--- config.mk ---
export PLATFORM = sky130hd
export DESIGN_NAME = trhfe_div
export DESIGN_NICKNAME = d
export VERILOG_FILES = /design/src/rtl/trhfe_pkg.sv /design/src/rtl/trhfe_div.sv
export SDC_FILE = /design/constraint.sdc
export NUM_CORES = 1
export LEC_CHECK = 0
export ABC_CLOCK_PERIOD_IN_PS = 8250
export BUFFER_PORTS_ARGS = -buffer_cell sky130_fd_sc_hd__buf_2
export CORE_AREA = 2 2 106 108
export DETAILED_ROUTE_END_ITERATION = 16
export DIE_AREA = 0 0 108 110
export PLACE_DENSITY = 0.75
export SLEW_MARGIN = 5
export SYNTH_ARGS = -nofsm -noshare
export SYNTH_HDL_FRONTEND = slang
export SYNTH_SLANG_ARGS = --single-unit
--- constraint.sdc ---
create_clock -name i_clk -period 8.25 [get_ports i_clk]
set_input_delay 1.2375 -clock i_clk [delete_from_list [all_inputs] [get_ports i_clk]]
set_output_delay 1.2375 -clock i_clk [all_outputs]
set_load 0.02 [all_outputs]
--- src/rtl/trhfe_pkg.sv ---
package trhfe_pkg;

    // Fixed-point formats
    localparam int Q_W    = 48;               // Q16.32 signed
    localparam int SUM_W  = 63;               // Q31.32 unsigned
    localparam int CNT_W  = 17;               // scored step counter
    localparam int CNT_MAX = 2 ** CNT_W - 1;
    localparam int HALF_W = Q_W / 2;          // multiplier operand slice
    localparam int ACC_W  = 2 * Q_W;          // full product width
    localparam int FRAC_W = 32;
    localparam int DIV_CNT_W = $clog2(SUM_W);

    // Configuration port
    localparam int APB_DW = 64;
    localparam int APB_AW = 6;
    localparam int REG_LSB = 3;               // 8-byte register stride

    localparam logic signed [Q_W-1:0] Q_MAX = {1'b0, {(Q_W-1){1'b1}}};
    localparam logic signed [Q_W-1:0] Q_MIN = {1'b1, {(Q_W-1){1'b0}}};
    localparam logic [SUM_W-1:0]      SUM_MAX = {SUM_W{1'b1}};

    typedef enum logic [2:0] {
        REG_RATE_ONE,
        REG_RATE_TWO,
        REG_RESERVE_ONE,
        REG_RESERVE_TWO,
        REG_START_ONE,
        REG_START_TWO,
        REG_GAIN_ONE,
        REG_GAIN_TWO
    } t_reg_idx;

    typedef struct packed {
        logic signed [Q_W-1:0] rate_one;
        logic signed [Q_W-1:0] rate_two;
        logic signed [Q_W-1:0] reserve_one;
        logic signed [Q_W-1:0] reserve_two;
        logic signed [Q_W-1:0] start_one;
        logic signed [Q_W-1:0] start_two;
        logic signed [Q_W-1:0] gain_one;
        logic signed [Q_W-1:0] gain_two;
    } t_cfg;

    // Shared multiplier request / response
    typedef struct packed {
        logic                  start;
        logic signed [Q_W-1:0] a;
        logic signed [Q_W-1:0] b;
    } t_mul_req;

    typedef struct packed {
        logic                  done;
        logic signed [Q_W-1:0] q;   // rounded, saturated signed product
        logic [SUM_W-1:0]      m;   // rounded magnitude product
    } t_mul_rsp;

    // Divider request / response
    typedef struct packed {
        logic             start;
        logic [SUM_W-1:0] dividend;
        logic [CNT_W-1:0] divisor;
    } t_div_req;

    typedef struct packed {
        logic             done;
        logic [SUM_W-1:0] quot;
    } t_div_rsp;

    typedef enum logic [3:0] {
        ST_IDLE,
        ST_AVAIL1,
        ST_M1A,
        ST_M1B,
        ST_M2A,
        ST_M2B,
        ST_G1,
        ST_G2,
        ST_RES,
        ST_SQ,
        ST_FIN,
        ST_DIV,
        ST_OUT
    } t_state;

endpackage

--- src/rtl/trhfe_div.sv ---
// Restoring divider, one quotient bit per cycle.
module trhfe_div (
    input  logic                  i_clk,
    input  logic                  i_rst_n,
    input  trhfe_pkg::t_div_req   i_req,
    output trhfe_pkg::t_div_rsp   o_rsp
);
    import trhfe_pkg::*;

    logic                  r_busy;
    logic                  r_done;
    logic [DIV_CNT_W-1:0]  r_cnt;
    logic [CNT_W-1:0]      r_rem;
    logic [CNT_W-1:0]      r_div;
    logic [SUM_W-1:0]      r_quo;

    logic [CNT_W:0]        trial;
    logic [CNT_W:0]        diff;
    logic                  ge;

    assign trial = {r_rem, r_quo[SUM_W-1]};
    assign diff  = trial - {1'b0, r_div};
    assign ge    = trial >= {1'b0, r_div};

    // control
    always_ff @(posedge i_clk) begin
        if (!i_rst_n) begin
            r_busy <= 1'b0;
            r_done <= 1'b0;
            r_cnt  <= '0;
        end else begin
            r_done <= 1'b0;
            if (i_req.start) begin
                r_busy <= 1'b1;
                r_cnt  <= DIV_CNT_W'(SUM_W - 1);
            end else if (r_busy) begin
                r_cnt <= r_cnt - 1'b1;
                if (r_cnt == '0) begin
                    r_busy <= 1'b0;
                    r_done <= 1'b1;
                end
            end
        end
    end

    // shift dividend out, quotient bits in
    always_ff @(posedge i_clk) begin
        if (i_req.start) begin
            r_rem <= '0;
            r_div <= i_req.divisor;
            r_quo <= i_req.dividend;
        end else if (r_busy) begin
            r_rem <= ge ? diff[CNT_W-1:0] : trial[CNT_W-1:0];
            r_quo <= {r_quo[SUM_W-2:0], ge};
        end
    end

    assign o_rsp.done = r_done;
    assign o_rsp.quot = r_quo;

endmodule

# ---- After elaboration in Yosys (flattened, before gate mapping)
# Cells that the tools add are included.
dict set report totals {
  register_bits 105
  input_bits 83
  output_inout_bits 64
  elab_cells 25
}
dict set report classes {
  n_addsub 2
  n_lt_le_gt_ge 1
  mux 9
  n_bitwise 2
  n_reduce_logical 4
}
# operator n
set ops {}
lappend ops {{2-to-1 mux 63 bit} 2}
lappend ops {{>= comparator 18 x 17 -> 1 bit} 1}
lappend ops {{2-to-1 mux 17 bit} 1}
lappend ops {{subtractor 17 bit} 1}
lappend ops {{2-to-1 mux 6 bit} 2}
lappend ops {{logical NOT 6 bit} 1}
lappend ops {{subtractor 6 x 1 -> 6 bit, second input constant} 1}
lappend ops {{2-to-1 mux 1 bit} 4}
lappend ops {{OR reduction 3 bit} 1}
lappend ops {{NOT 1 bit} 2}
lappend ops {{nonzero test 2 bit} 1}
lappend ops {{OR reduction 2 bit} 1}

# ---- Logic depth before layout (Yosys ltp)
# Gate-level depths: netlist of run 1.
dict set report logic_depth {
  ltp_word 4
  depth_mapped 12
  depth_no_buf 10
}

# ---- Worst setup path before layout of run 1
# No wires, ideal clock.
dict set report synth_timing {
  path_type {input-to-reg}
  start {input port i_req[80] (netlist bit)}
  end {register r_quo[0], enable pin}
  setup_time_ns 0.417
  t_arrival_ns 2.990
  required_time_ns 7.833
  path_slack_ns 4.843
  stages 4
  n_path_buf 2
  cell_sequence {clkbuf_1 -> nor2_1 -> clkbuf_1 -> inv_1}
}
dict set report synth_via {
  elab_chain_len 1
}
# item line
set synth_rtl {}
lappend synth_rtl {{start: declaration} trhfe_div.sv:5} ;# input trhfe_pkg::t_div_req i_req,
lappend synth_rtl {{nonzero test 2 bit (no source line)} -}
lappend synth_rtl {{end signal: assignment} trhfe_div.sv:51} ;# r_quo <= i_req.dividend;
lappend synth_rtl {{end signal: assignment} trhfe_div.sv:54} ;# r_quo <= {r_quo[SUM_W-2:0], ge};
lappend synth_rtl {{end: declaration} trhfe_div.sv:15} ;# logic [SUM_W-1:0] r_quo;
# Every way passes these cells.
# A chain may end at the register's enable or synchronous reset.

# ---- Worst setup path after layout of run 1
dict set report layout_timing {
  start {register r_quo[62]}
  end {register r_rem[8]}
}
dict set report layout_via {
  elab_chain_len 2
  word_cells_on_any_way 3
  cone_classes {1 x add/sub; 1 x order compare; 1 x mux}
}
# item line
set layout_rtl {}
lappend layout_rtl {{subtractor 17 bit or >= comparator 18 x 17 -> 1 bit (tied branches)} {trhfe_div.sv:22, trhfe_div.sv:23}}
lappend layout_rtl {{2-to-1 mux 17 bit (*)} trhfe_div.sv:53} ;# r_rem <= ge ? diff[CNT_W-1:0] : trial[CNT_W-1:0];
lappend layout_rtl {{end signal: assignment} trhfe_div.sv:53}
lappend layout_rtl {{end: declaration} trhfe_div.sv:13} ;# logic [CNT_W-1:0] r_rem;
# Every way passes the cells marked *; elsewhere a longest branch is shown, timed or not.

==> results.rst, run 1 <==
.. list-table::
   :header-rows: 1

   * - Metric
     - Value
   * - Element type at the critical path start
     - register
   * - Number of buffers created by CTS
     - 9
   * - Initial antenna violation count
     - 0
   * - Portion of the clock cycle consumed by the worst path in the final layout
     - 0.4128
   * - Critical-path top delay cell
     - o41a_1
   * - Number of enable flip-flop cells after synthesis
     - 80
   * - Ratio of cells with drive above 1 in the final layout
     - 0.4113
   * - Slowest cell delay on critical path
     - 0.97 ns
   * - DRC violation total after the first TritonRoute iteration
     - 240
   * - Fraction of power consumed by combinational cells
     - 0.204
   * - Headroom to the max-slew limit
     - 0.2368
   * - Sinks on the clock net
     - 105
   * - Internal power of the cells
     - 0.8383 mW
   * - Overflow left after global routing
     - 0
   * - Seq. cell area
     - 2903 µm²
   * - Buffers from clock root to sink, at most
     - 2
   * - Buffers on Ports
     - 146
   * - Endpoint with the worst hold slack
     - r_rem[2]
   * - Switching power summed over all nets
     - 0.3516 mW
   * - Switching fraction of total power
     - 0.2955
   * - Syn Inst Count
     - 419
   * - Clk network pwr share
     - 0.249
   * - Final Hold Viols
     - 0
   * - Signal arrival time at the worst endpoint
     - 3.69 ns
   * - Combined area of the multi-input logic cells
     - 2122 µm²
   * - Sequential group share of total power
     - 0.547
   * - Async set or reset register ratio after synthesis
     - 0
   * - # Max-Cap Violations
     - 0
   * - Clock transition at path regs
     - 0.10 ns
   * - Routability congestion estimate from global placement
     - 0.8351
   * - Flip-flop and latch count after synthesis
     - 105
   * - Worst-path fanout max
     - 25
   * - Hold Path Origin
     - r_rem[2]
   * - First-pass GRT wire length
     - 19090 µm
   * - Cell-by-cell listing of the critical path
     - inv_1, ha_1, inv_1, fa_1, a21o_1, a221o_1, a211oi_1, o41a_1, mux2i_1, a211oi_1
   * - Insertion delay of the later-clocked pin in the worst-skew pair
     - 0.38 ns
   * - Root cell of the clock tree
     - clkbuf_8
   * - Register area share after synthesis
     - 0.5565
   * - Worst slew pin tran
     - 1.145 ns
   * - Nets
     - 662
   * - Result of the run
     - finished, final reports clean
   * - Setup-violating endpoint count in the final report
     - 0
   * - Met3 track demand over resource
     - 0.08054
   * - Worst-case vdd ir drop
     - 0.1593 mV
   * - Worst-case setup slack after placement
     - 4.810 ns
   * - Largest net degree at the start of global routing
     - 64
   * - Fraction of met2 tracks used by global routing
     - 0.3432
   * - Via count of the first global-routing pass
     - 3917
   * - Area added between synthesis and finish
     - 19.38%
   * - Count of final max-slew check failures
     - 0
   * - Wire length per cell
     - 16.86 µm
   * - Worst path top cell family by delay
     - compound AO/OA/AOI/OAI gates
   * - Max Clock Freq
     - 293.6 MHz
   * - Number of top-level design ports
     - 147
   * - Post-Syn Area
     - 5216 µm²
   * - Time the worst path needs with I/O delays and setup
     - 3.405 ns
   * - Initial core utilization
     - 0.4876
   * - Post-Synthesis Mean Instance Area
     - 12.45 µm²
   * - Count of yosys warnings during synthesis
     - 0
   * - DRT Wirelength
     - 11870 µm
   * - Number of levels the H-tree was split into
     - 3
   * - Overall die width
     - 108 µm
   * - Setup slack after layout
     - 4.845 ns
   * - Final routed DRC violation total
     - 0
   * - Worst r2r src
     - r_quo[62]
   * - Die area
     - 11880 µm²
   * - Register-to-register setup slack
     - 4.84 ns
   * - Unrepaired setup endpoints after global routing
     - false
   * - Required time of the worst setup path
     - 8.54 ns
   * - Layout filler cell count
     - 909
   * - Area of the core
     - 10700 µm²
   * - Worst min path class
     - register to register
   * - Unique cell type count in the Yosys netlist
     - 56
   * - Leak
     - 2.679 nW
   * - Std-Cell Rows
     - 38
   * - Nets in the synthesized netlist
     - 522
   * - Number of search-and-repair iterations in the first detailed-routing pass
     - 5
   * - Final core utilization
     - 0.5821
   * - Nature of the critical path endpoint
     - register
   * - Via Count
     - 3861
   * - Category of the critical setup timing path
     - register to register
   * - Total of cells resized after clock tree synthesis
     - 0
   * - Total inserted antenna cells
     - 0
   * - Met1 Resource Use GR
     - 0.2497
   * - Setup TNS
     - 0 ns
   * - Number of buffers inserted for hold repair after clock tree synthesis
     - 0
   * - Vertical extent of the die
     - 110 µm
   * - Detailed placer's ending HPWL
     - 8534 µm
   * - Via count normalized by instance count
     - 5.484
   * - Maximum clock skew at final layout
     - 0.01097 ns
   * - Crit Reg-Reg Endpoint
     - r_rem[8]
   * - Most congested layer reported by global routing
     - met2
   * - Worst Hold Depth
     - 2
   * - Number of post-CTS setup repair buffers
     - 0
   * - CTS tree
     - done
   * - Number of buffer and inverter instances along the worst setup path
     - 2
   * - Power density cells
     - 191.1 nW/µm²
   * - Total routing resource utilization after global routing
     - 0.2101
   * - Main flop type after synthesis
     - edfxtp_1
   * - R2R cell count
     - 10
   * - Antenna-violating nets left
     - 0
synth_stat cells, types with 8 or more instances:
| cell type | n | area, µm² |
|---|---|---|
| mux2i_1 | 8 | 80.08 |
| nand2_1 | 19 | 71.32 |
| dfxtp_1 | 25 | 500.5 |
| xnor2_1 | 9 | 78.83 |
| ha_1 | 19 | 237.7 |
| o21ai_0 | 13 | 65.06 |
| nor2_1 | 28 | 105.1 |
| clkbuf_1 | 16 | 60.06 |
| xor2_1 | 8 | 70.07 |
| inv_1 | 27 | 101.4 |
| edfxtp_1 | 80 | 2402 |
| a211oi_1 | 8 | 60.06 |
| mux2_2 | 62 | 698.2 |
| a21oi_1 | 16 | 80.08 |
| nand3_1 | 9 | 45.04 |
worst register-to-register path, delay by kind of cell, from the launching register on:
kind | cells | cell delay, ns
adders and majority gates | 2 | 0.57
AOI/OAI and AO/OA | 5 | 2.04
DFF | 1 | 0.41
buffers and inverters | 2 | 0.14
muxes | 1 | 0.17
cell type report:
type | count | area share
clock buffers | 11 | 0.02110
clock inverters | 5 | 0.006229
inverters | 27 | 0.01627
multi-input cells | 267 | 0.3408
flip-flops and latches | 105 | 0.4661
well taps | 140 | 0.02813
repair buffers | 149 | 0.1214
power by group through the flow:
stage | Clock, mW | Sequential [mW] | Combinational, mW
global route | 0.323 | 0.658 | 0.266
global placement | 0 | 0.661 | 0.237
CTS | 0.304 | 0.651 | 0.244
floorplan | 0 | 0.700 | 0.121
finish | 0.296 | 0.651 | 0.243
detailed placement | 0 | 0.662 | 0.243
registers in the layout, summed over array words and instances (netlist names):
| signal | count |
|---|---|
| r_rem | 17 |
| r_done | 1 |
| r_div | 17 |
| r_quo | 63 |
| r_busy | 1 |
| r_cnt | 6 |
per-layer routing:
metal / vias to the layer above / part of all wire / wire [µm]
met5: - / 0 / 0
met4: 0 / 0.022 / 257
met3: 23 / 0.086 / 1019
met2: 146 / 0.49 / 5830
met1: 1845 / 0.40 / 4759
li1: 1847 / - / -
metrics by stage:
step / total power [mW] / hold WS, ns / cells / cell area (µm²)
finish: 1.190 / 0.5005 / 704 / 6227
global route: 1.246 / 0.5452 / 704 / 6227
CTS: 1.200 / 0.5093 / 704 / 6227
detailed placement: 0.9048 / 0.4902 / 688 / 6057
global placement: 0.8982 / 0.4776 / 688 / 6057
floorplan: 0.8205 / 0.4530 / 419 / 5216
cell families after synthesis:
group | after synthesis | share of synthesized area
XOR/XNOR | 17 | 0.02855
multiplexers | 70 | 0.1492
AND/OR/NAND/NOR | 85 | 0.07940
adder cells (fa/ha/maj) | 20 | 0.04941
AO/OA/AOI/OAI | 75 | 0.1003
buffers and inverters | 47 | 0.03670
flip-flops | 105 | 0.5565
how the worst max path moves through the flow:
stage	slack [ns]	from	to	cells after the start
floorplan	4.84	i_req[80]	r_quo[0]	4
global placement	4.89	i_req[80]	r_quo[54]	4
detailed placement	4.81	i_req[80]	r_quo[52]	4
CTS	4.86	r_quo[62]	r_rem[5]	10
global route	4.52	r_quo[62]	r_rem[5]	10
finish	4.84	r_quo[62]	r_rem[8]	10
cells in the final DEF (no fill, tap or decap), types with 2 or more instances in the layout:
master	synthesis	routed
buf_4	2	4
xnor2_1	9	9
xor2_1	8	8
nand3_1	9	9
a21o_1	4	4
nor2_1	28	28
a32oi_1	6	6
nand2b_1	7	7
mux2i_1	8	8
mux2_2	62	62
o21ai_1	2	2
o211ai_1	3	3
a211oi_1	8	8
clkbuf_8	0	9
a21oi_1	16	16
buf_2	0	145
edfxtp_1	80	80
ha_1	19	19
dfxtp_1	25	25
nand2_1	19	19
clkbuf_1	16	2
o41ai_1	2	2
and3_1	3	3
o31ai_1	2	2
and2_1	2	2
o21ai_0	13	13
a211o_1	4	4
inv_1	27	26
inv_6	0	2
nor3_1	5	5
nand4_1	2	2
No activity file was read; power rests on OpenSTA's default activity.
==> run 2: changes to the inputs <==
--- a/config.mk
+++ b/config.mk
@@ -5,11 +5,12 @@
 export SDC_FILE = /design/constraint.sdc
 export NUM_CORES = 1
 export LEC_CHECK = 0
-export ABC_CLOCK_PERIOD_IN_PS = 8250
+export ABC_AREA = 1
+export ABC_CLOCK_PERIOD_IN_PS = 2700
 export BUFFER_PORTS_ARGS = -buffer_cell sky130_fd_sc_hd__buf_2
-export CORE_AREA = 2 2 106 108
+export CORE_AREA = 2 2 112 114
 export DETAILED_ROUTE_END_ITERATION = 16
-export DIE_AREA = 0 0 108 110
+export DIE_AREA = 0 0 114 116
 export PLACE_DENSITY = 0.75
 export SLEW_MARGIN = 5
 export SYNTH_ARGS = -nofsm -noshare
==> constraint.sdc (replaced) <==
create_clock -name i_clk -period 2.7 [get_ports i_clk]
set_input_delay 0.405 -clock i_clk [delete_from_list [all_inputs] [get_ports i_clk]]
set_output_delay 0.405 -clock i_clk [all_outputs]
set_load 0.02 [all_outputs]
==> run 2 against run 1 <==
Final cell count grew 40%; synthesized cell count grew 65%; utilization shrank 0.91 points; count of clock-buffer cells in the layout shrank 2; critical path depth grew 1; worst setup slack lost 4.4 ns; via count grew 25%.
==> results.rst, run 2 <==
.. list-table::
   :header-rows: 1

   * - Metric
     - Value
   * - Count of yosys warnings during synthesis
     - 0
   * - Element type at the critical path start
     - register
   * - Clock transition at path regs
     - 0.07 ns
   * - Most repeated cell in the gate-level netlist after synthesis
     - nand2_1
   * - Total routing resource utilization after global routing
     - 0.2144
   * - Buffers on Ports
     - 146
   * - Area of the core
     - 11910 µm²
   * - Worst path top cell family by delay
     - simple AND/OR/NAND/NOR gates
   * - # Max-Cap Violations
     - 0
   * - Via count normalized by instance count
     - 4.883
   * - Number of levels the H-tree was split into
     - 3
   * - Number of search-and-repair iterations in the first detailed-routing pass
     - 5
   * - Post-Synthesis Mean Instance Area
     - 8.132 µm²
   * - Initial core utilization
     - 0.4731
   * - Initial antenna violation count
     - 1
   * - Number of buffers inserted for hold repair after clock tree synthesis
     - 0
   * - Final Hold Viols
     - 0
   * - Most common library cell in the layout ignoring fill and taps
     - nand2_1
   * - Signal arrival time at the worst endpoint
     - 2.53 ns
   * - Power density cells
     - 595.0 nW/µm²
   * - Seq. cell area
     - 2903 µm²
   * - Vertical extent of the die
     - 116 µm
   * - Most area-hungry cell type in the Yosys netlist
     - edfxtp_1
   * - Detailed placer's ending HPWL
     - 9641 µm
   * - Result of the run
     - finished, final reports clean
   * - Syn Inst Count
     - 693
   * - Number of buffers created by CTS
     - 9
   * - Number of top-level design ports
     - 147
   * - Number of enable flip-flop cells after synthesis
     - 80
   * - Setup slack after layout
     - 0.4482 ns
   * - Routability congestion estimate from global placement
     - 0.8862
   * - DRC violation total after the first TritonRoute iteration
     - 310
   * - Largest Register
     - r_quo
   * - Headroom to the max-slew limit
     - 0.7295
   * - Post-Syn Area
     - 5635 µm²
   * - Overall die width
     - 114 µm
   * - Count of final max-slew check failures
     - 0
   * - Largest net degree at the start of global routing
     - 84
   * - Area added between synthesis and finish
     - 21.11%
   * - Portion of the clock cycle consumed by the worst path in the final layout
     - 0.8340
   * - Number of post-CTS setup repair buffers
     - 0
   * - Combined area of the multi-input logic cells
     - 2248 µm²
   * - Most frequent cells in the layout
     - nand2_1, buf_2, inv_1
   * - Register-to-register setup slack
     - 0.45 ns
   * - Sinks on the clock net
     - 105
   * - Worst min path class
     - primary input to register
   * - Via Count
     - 4829
   * - Met1 Routed Length
     - 5878 µm
   * - R2R cell count
     - 11
   * - DRT Wirelength
     - 13480 µm
   * - Worst-case setup slack after placement
     - 0.4888 ns
   * - Maximum clock skew at final layout
     - 0.006323 ns
   * - Final routed DRC violation total
     - 0
   * - Final core utilization
     - 0.5730
   * - Root cell of the clock tree
     - clkbuf_16
   * - Antenna-violating nets left
     - 0
   * - Unrepaired setup endpoints after global routing
     - false
   * - First-pass GRT wire length
     - 22130 µm
   * - Std-Cell Rows
     - 40
   * - Die area
     - 13220 µm²
   * - Main flop type after synthesis
     - edfxtp_1
   * - DR top layer
     - met4
   * - Fraction of post-synthesis cell area in the top cell type by area
     - 0.4263
   * - Worst-path fanout max
     - 16
   * - Category of the critical setup timing path
     - register to register
   * - Worst Hold Depth
     - 1
   * - Overflow left after global routing
     - 0
   * - Ratio of cells with drive above 1 in the final layout
     - 0.2307
   * - Async set or reset register ratio after synthesis
     - 0
   * - Worst r2r src
     - r_quo[62]
   * - Endpoint with the worst hold slack
     - r_div[16]
   * - Cell-by-cell listing of the critical path
     - inv_1, ha_1, inv_1, fa_1, nand3_2, nand3_2, nand2_2, nand2_2, nand2_1, nand3_1, o21ai_0
   * - Nature of the critical path endpoint
     - register
   * - Number of flip-flops under the largest register name
     - 63
   * - Met3 routed WL
     - 1124 µm
   * - Slowest cell delay on critical path
     - 0.46 ns
   * - Time the worst path needs with I/O delays and setup
     - 2.252 ns
   * - Crit Reg-Reg Endpoint
     - r_rem[0]
   * - Layout filler cell count
     - 1095
   * - Worst-case vdd ir drop
     - 0.2992 mV
   * - Via count of the first global-routing pass
     - 4633
   * - Buffers from clock root to sink, at most
     - 2
   * - Leak
     - 3.602 nW
   * - Nets
     - 939
   * - Wire length per cell
     - 13.62 µm
   * - Registers with the highest flip-flop counts
     - r_quo: 63 flops, r_div: 17 flops, r_rem: 17 flops
   * - Flip-flop and latch count after synthesis
     - 105
   * - Most used standard cells in the synthesized netlist
     - nand2_1, inv_1, edfxtp_1
   * - Hold Path Origin
     - i_req[16]
   * - Routed length on met2
     - 6114 µm
   * - Finished layout cell area
     - 6825 µm²
   * - Required time of the worst setup path
     - 2.97 ns
   * - Setup TNS
     - 0 ns
   * - Total of cells resized after clock tree synthesis
     - 0
   * - Critical-path top delay cell
     - fa_1
   * - Worst slew pin tran
     - 0.4057 ns
   * - Most area-consuming cells after synthesis
     - edfxtp_1, nand2_1, dfxtp_1, inv_1, nand3_1
   * - Insertion delay of the later-clocked pin in the worst-skew pair
     - 0.35 ns
   * - CTS tree
     - done
   * - Number of buffer and inverter instances along the worst setup path
     - 2
   * - Nets in the synthesized netlist
     - 796
   * - Post-detailed-placement cell area
     - 6496 µm²
   * - Unique cell type count in the Yosys netlist
     - 36
   * - Setup-violating endpoint count in the final report
     - 0
   * - Register area share after synthesis
     - 0.5151
   * - Max Clock Freq
     - 444.1 MHz
## run 2: changes by cell type in the layout (fill, tap and decap cells not counted), sizes merged, moves of 5 or more
cell / before / now
mux2i: 8 / 0
nand2b: 7 / 0
nand2: 20 / 315
nand3: 10 / 57
buf: 149 / 155
xor2: 8 / 3
a32oi: 6 / 0
inv: 29 / 92
mux2: 62 / 0
a211oi: 8 / 1
## run 2: layer usage
metal | vias up | GRT usage
li1 | 2482 | -
met1 | 2150 | 0.2759
met2 | 175 | 0.3456
met3 | 22 | 0.05753
met4 | 0 | 0.08780
met5 | - | 0
## run 2: logic make-up after synthesis
family | share of synthesized area
and+or+nand+nor | 0.3093
adders and majority gates | 0.04574
DFF | 0.5151
xor gates and xnor gates | 0.01243
buffers and inverters | 0.08592
AOI/OAI and AO/OA | 0.03153
## run 2: area by class of cell
cell class	count	share of cell area
multi-input cells	475	0.3294
inverters	90	0.04950
repair buffers	155	0.1206
clock buffers	9	0.03300
diodes	1	0.0003666
flip-flops and latches	105	0.4253
clock inverters	7	0.01485
well taps	147	0.02695
## run 2: how the worst max path moves through the flow
stage,start,to,slack (ns),cells past startpoint
floorplan,i_req[80],r_quo[0],0.50,2
global placement,r_quo[62],r_rem[6],0.58,11
detailed placement,r_quo[62],r_rem[0],0.49,11
CTS,r_quo[62],r_rem[0],0.47,11
global route,r_quo[62],r_rem[9],0.25,11
finish,r_quo[62],r_rem[0],0.45,11
## run 2: power by group
group          leakage [nW]  total (mW)  internal [mW]  switching [mW]
combinational          2.43       0.652          0.222           0.431
sequential             1.02        1.97           1.90          0.0705
clock                 0.153        1.43          0.821           0.613
## run 2: stage by stage
step	hold WS [ns]	power, mW	std cells
2_1_floorplan	0.4401	2.406	693
3_3_place_gp	0.4559	2.654	972
3_5_place_dp	0.4603	2.660	972
4_1_cts	0.2161	4.087	988
5_1_grt	0.2174	4.241	988
6_report	0.2249	4.061	989
==> run 3: changes to the inputs <==
--- a/config.mk
+++ b/config.mk
@@ -5,12 +5,12 @@
 export SDC_FILE = /design/constraint.sdc
 export NUM_CORES = 1
 export LEC_CHECK = 0
-export ABC_AREA = 1
-export ABC_CLOCK_PERIOD_IN_PS = 2700
+export ABC_AREA = 0
+export ABC_CLOCK_PERIOD_IN_PS = 2400
 export BUFFER_PORTS_ARGS = -buffer_cell sky130_fd_sc_hd__buf_2
-export CORE_AREA = 2 2 112 114
+export CORE_AREA = 2 2 106 108
 export DETAILED_ROUTE_END_ITERATION = 16
-export DIE_AREA = 0 0 114 116
+export DIE_AREA = 0 0 108 110
 export PLACE_DENSITY = 0.75
 export SLEW_MARGIN = 5
 export SYNTH_ARGS = -nofsm -noshare
==> constraint.sdc (replaced) <==
create_clock -name i_clk -period 2.4 [get_ports i_clk]
set_input_delay 0.36 -clock i_clk [delete_from_list [all_inputs] [get_ports i_clk]]
set_output_delay 0.36 -clock i_clk [all_outputs]
set_load 0.02 [all_outputs]
==> run 3 against run 2 <==
The flow now finishes with violations (setup timing); first-iteration DRC count shrank 50%; sequential power rose by 13%; critical path depth grew 1; routed wire length decreased by 6.3%; combinational power rose by 46%; final cell count down 25%; non-clock buffer count is 30 higher; clock power shrank 27%; sequential cell count unchanged; critical endpoint is now r_rem[16]; largest cell class unchanged.
==> results.rst, run 3 (synthesis gave the netlist of run 1 again) <==
.. list-table::
   :header-rows: 1

   * - Metric
     - Value
   * - Std-Cell Rows
     - 38
   * - Number of buffers inserted for hold repair after clock tree synthesis
     - 0
   * - Area of the core
     - 10700 µm²
   * - Setup-violating endpoint count in the final report
     - 18
   * - Registers with the highest flip-flop counts
     - r_quo: 63 flops, r_div: 17 flops, r_rem: 17 flops
   * - Headroom to the max-slew limit
     - 0.6980
   * - Power density cells
     - 639.2 nW/µm²
   * - Maximum clock skew at final layout
     - 0.01440 ns
   * - # Max-Cap Violations
     - 0
   * - Wire length per cell
     - 17.06 µm
   * - Leak
     - 2.895 nW
   * - Cell total after placement
     - 716
   * - Insertion delay of the later-clocked pin in the worst-skew pair
     - 0.40 ns
   * - Initial core utilization
     - 0.4876
   * - Result of the run
     - finished, violations left
   * - Largest Register
     - r_quo
   * - Final routed DRC violation total
     - 0
   * - Final Non-Filler Cells
     - 740
   * - Most frequent cells in the layout
     - buf_2, edfxtp_1, mux2_2
   * - Critical-path top delay cell
     - edfxtp_1
   * - Via count of the first global-routing pass
     - 4131
   * - DRC violation total after the first TritonRoute iteration
     - 154
   * - Worst-path fanout max
     - 3
   * - Routability congestion estimate from global placement
     - 0.9481
   * - Largest net degree at the start of global routing
     - 64
   * - DRT Wirelength
     - 12630 µm
   * - CTS tree
     - done
   * - Number of levels the H-tree was split into
     - 3
   * - Nets
     - 698
   * - Area added between synthesis and finish
     - 26.98%
   * - Category of the critical setup timing path
     - register to register
   * - Buffers on Ports
     - 146
   * - Via Count
     - 4026
   * - Max Clock Freq
     - 386.4 MHz
   * - Total inserted antenna cells
     - 0
   * - Element type at the critical path start
     - register
   * - Finished layout cell area
     - 6624 µm²
   * - Total routing resource utilization after global routing
     - 0.2215
   * - Antenna-violating nets left
     - 0
   * - Number of buffers created by CTS
     - 9
   * - Required time of the worst setup path
     - 2.70 ns
   * - Final Hold Viols
     - 0
   * - Initial antenna violation count
     - 0
   * - Violated checks
     - setup timing
   * - Worst slew pin tran
     - 0.4467 ns
   * - Number of search-and-repair iterations in the first detailed-routing pass
     - 4
   * - Worst min path class
     - primary input to register
   * - Sinks on the clock net
     - 105
   * - Nature of the critical path endpoint
     - register
   * - Worst-case vdd ir drop
     - 0.5959 mV
   * - Setup slack after layout
     - -0.1879 ns
   * - Signal arrival time at the worst endpoint
     - 2.89 ns
   * - Via count normalized by instance count
     - 5.441
   * - Vertical extent of the die
     - 110 µm
   * - Buffers from clock root to sink, at most
     - 2
   * - Portion of the clock cycle consumed by the worst path in the final layout
     - 1.078
   * - Clock transition at path regs
     - 0.10 ns
   * - Count of final max-slew check failures
     - 0
   * - Number of top-level design ports
     - 147
   * - Most common library cell in the layout ignoring fill and taps
     - buf_2
   * - Number of flip-flops under the largest register name
     - 63
   * - Unrepaired setup endpoints after global routing
     - true
   * - Die area
     - 11880 µm²
   * - Root cell of the clock tree
     - clkbuf_8
   * - Post-detailed-placement cell area
     - 6291 µm²
   * - First-pass GRT wire length
     - 19890 µm
   * - Slowest cell delay on critical path
     - 0.40 ns
   * - Time the worst path needs with I/O delays and setup
     - 2.588 ns
   * - Overflow left after global routing
     - 0
   * - Ratio of cells with drive above 1 in the final layout
     - 0.4700
   * - Detailed placer's ending HPWL
     - 9132 µm
   * - Overall die width
     - 108 µm
   * - Cell-by-cell listing of the critical path
     - inv_1, ha_2, inv_2, fa_2, a21o_1, buf_4, buf_6, a221oi_4, nor4_4, o41ai_2, xor2_1, o21ai_1
## run 3: cell types whose count changed in the layout (fill, tap and decap cells not counted), moves of 7 or more
cell	change
buf_4	+26
clkbuf_16	-9
clkbuf_8	+9
inv_1	-63
mux2_2	+62
mux2i_1	+8
nand2_1	-289
nand3_1	-42
nor2_1	+7
## run 3: what timing repair did
action                     CTS  global route
setup endpoints to repair   17            18
hold endpoints to repair     0             0
gates cloned                 0             0
pin swaps                    6             7
resized for setup           18             6
setup buffers                7             1
## run 3: area by class of cell
cell class              instances  area [µm²]
clock buffers                  10       127.6
clock inverters                 6       50.05
fillers                       872        4074
inverters                      27       105.1
multi-input cells             267        2202
flip-flops and latches        105        2903
well taps                     140       175.2
repair buffers                185        1061
## run 3: report_power, final
group          internal [mW]  switching (mW)  leakage (nW)  total (mW)
Clock                  0.392           0.653        0.0892        1.05
Sequential              2.15          0.0854          1.00        2.23
Combinational          0.422           0.533          1.80       0.955
Total                   2.96            1.27          2.90        4.23
## run 3: final timing paths
| check | from | to | slack, ns | cells past startpoint |
|---|---|---|---|---|
| setup / recovery | r_quo[62] | r_rem[16] | -0.19 | 12 |
| hold reg to reg | r_rem[2] | r_rem[2] | 0.49 | 2 |
| hold / removal | i_req[13] | r_div[13] | 0.13 | 1 |
| setup reg to reg | r_quo[62] | r_rem[16] | -0.19 | 12 |
## run 3: worst max-delay path: cells and delay by family, from the launching register on
family / cells / cell delay (ns)
simple gates: 1 / 0.10
buf+inv: 4 / 0.36
fa+ha+maj: 2 / 0.52
xor+xnor: 1 / 0.20
compound gates: 4 / 0.91
flops: 1 / 0.40
## run 3: metal layers
| layer | GRT usage | vias up | wire length [µm] | part of all wire |
|---|---|---|---|---|
| met5 | 0 | - | 0 | 0 |
| met3 | 0.07878 | 27 | 972 | 0.077 |
| met1 | 0.2539 | 1927 | 4992 | 0.40 |
| met2 | 0.3765 | 154 | 6393 | 0.51 |
| met4 | 0.09524 | 0 | 266 | 0.021 |
| li1 | - | 1918 | - | - |
## run 3: per-stage QoR
stage                 util  hold WS (ns)  power, mW  setup WS (ns)  setup TNS (ns)
finish              0.6192        0.1310      4.234        -0.1879          -2.037
global route        0.6192        0.1041      4.422        -0.3430          -4.591
CTS                 0.6159       0.09976      4.258        -0.1302          -1.316
detailed placement  0.5881        0.4948      3.176        -0.1320          -1.439
global placement    0.5881        0.4699      3.147       -0.06197         -0.2427
floorplan                -        0.4530      2.823        -0.1407          -1.053
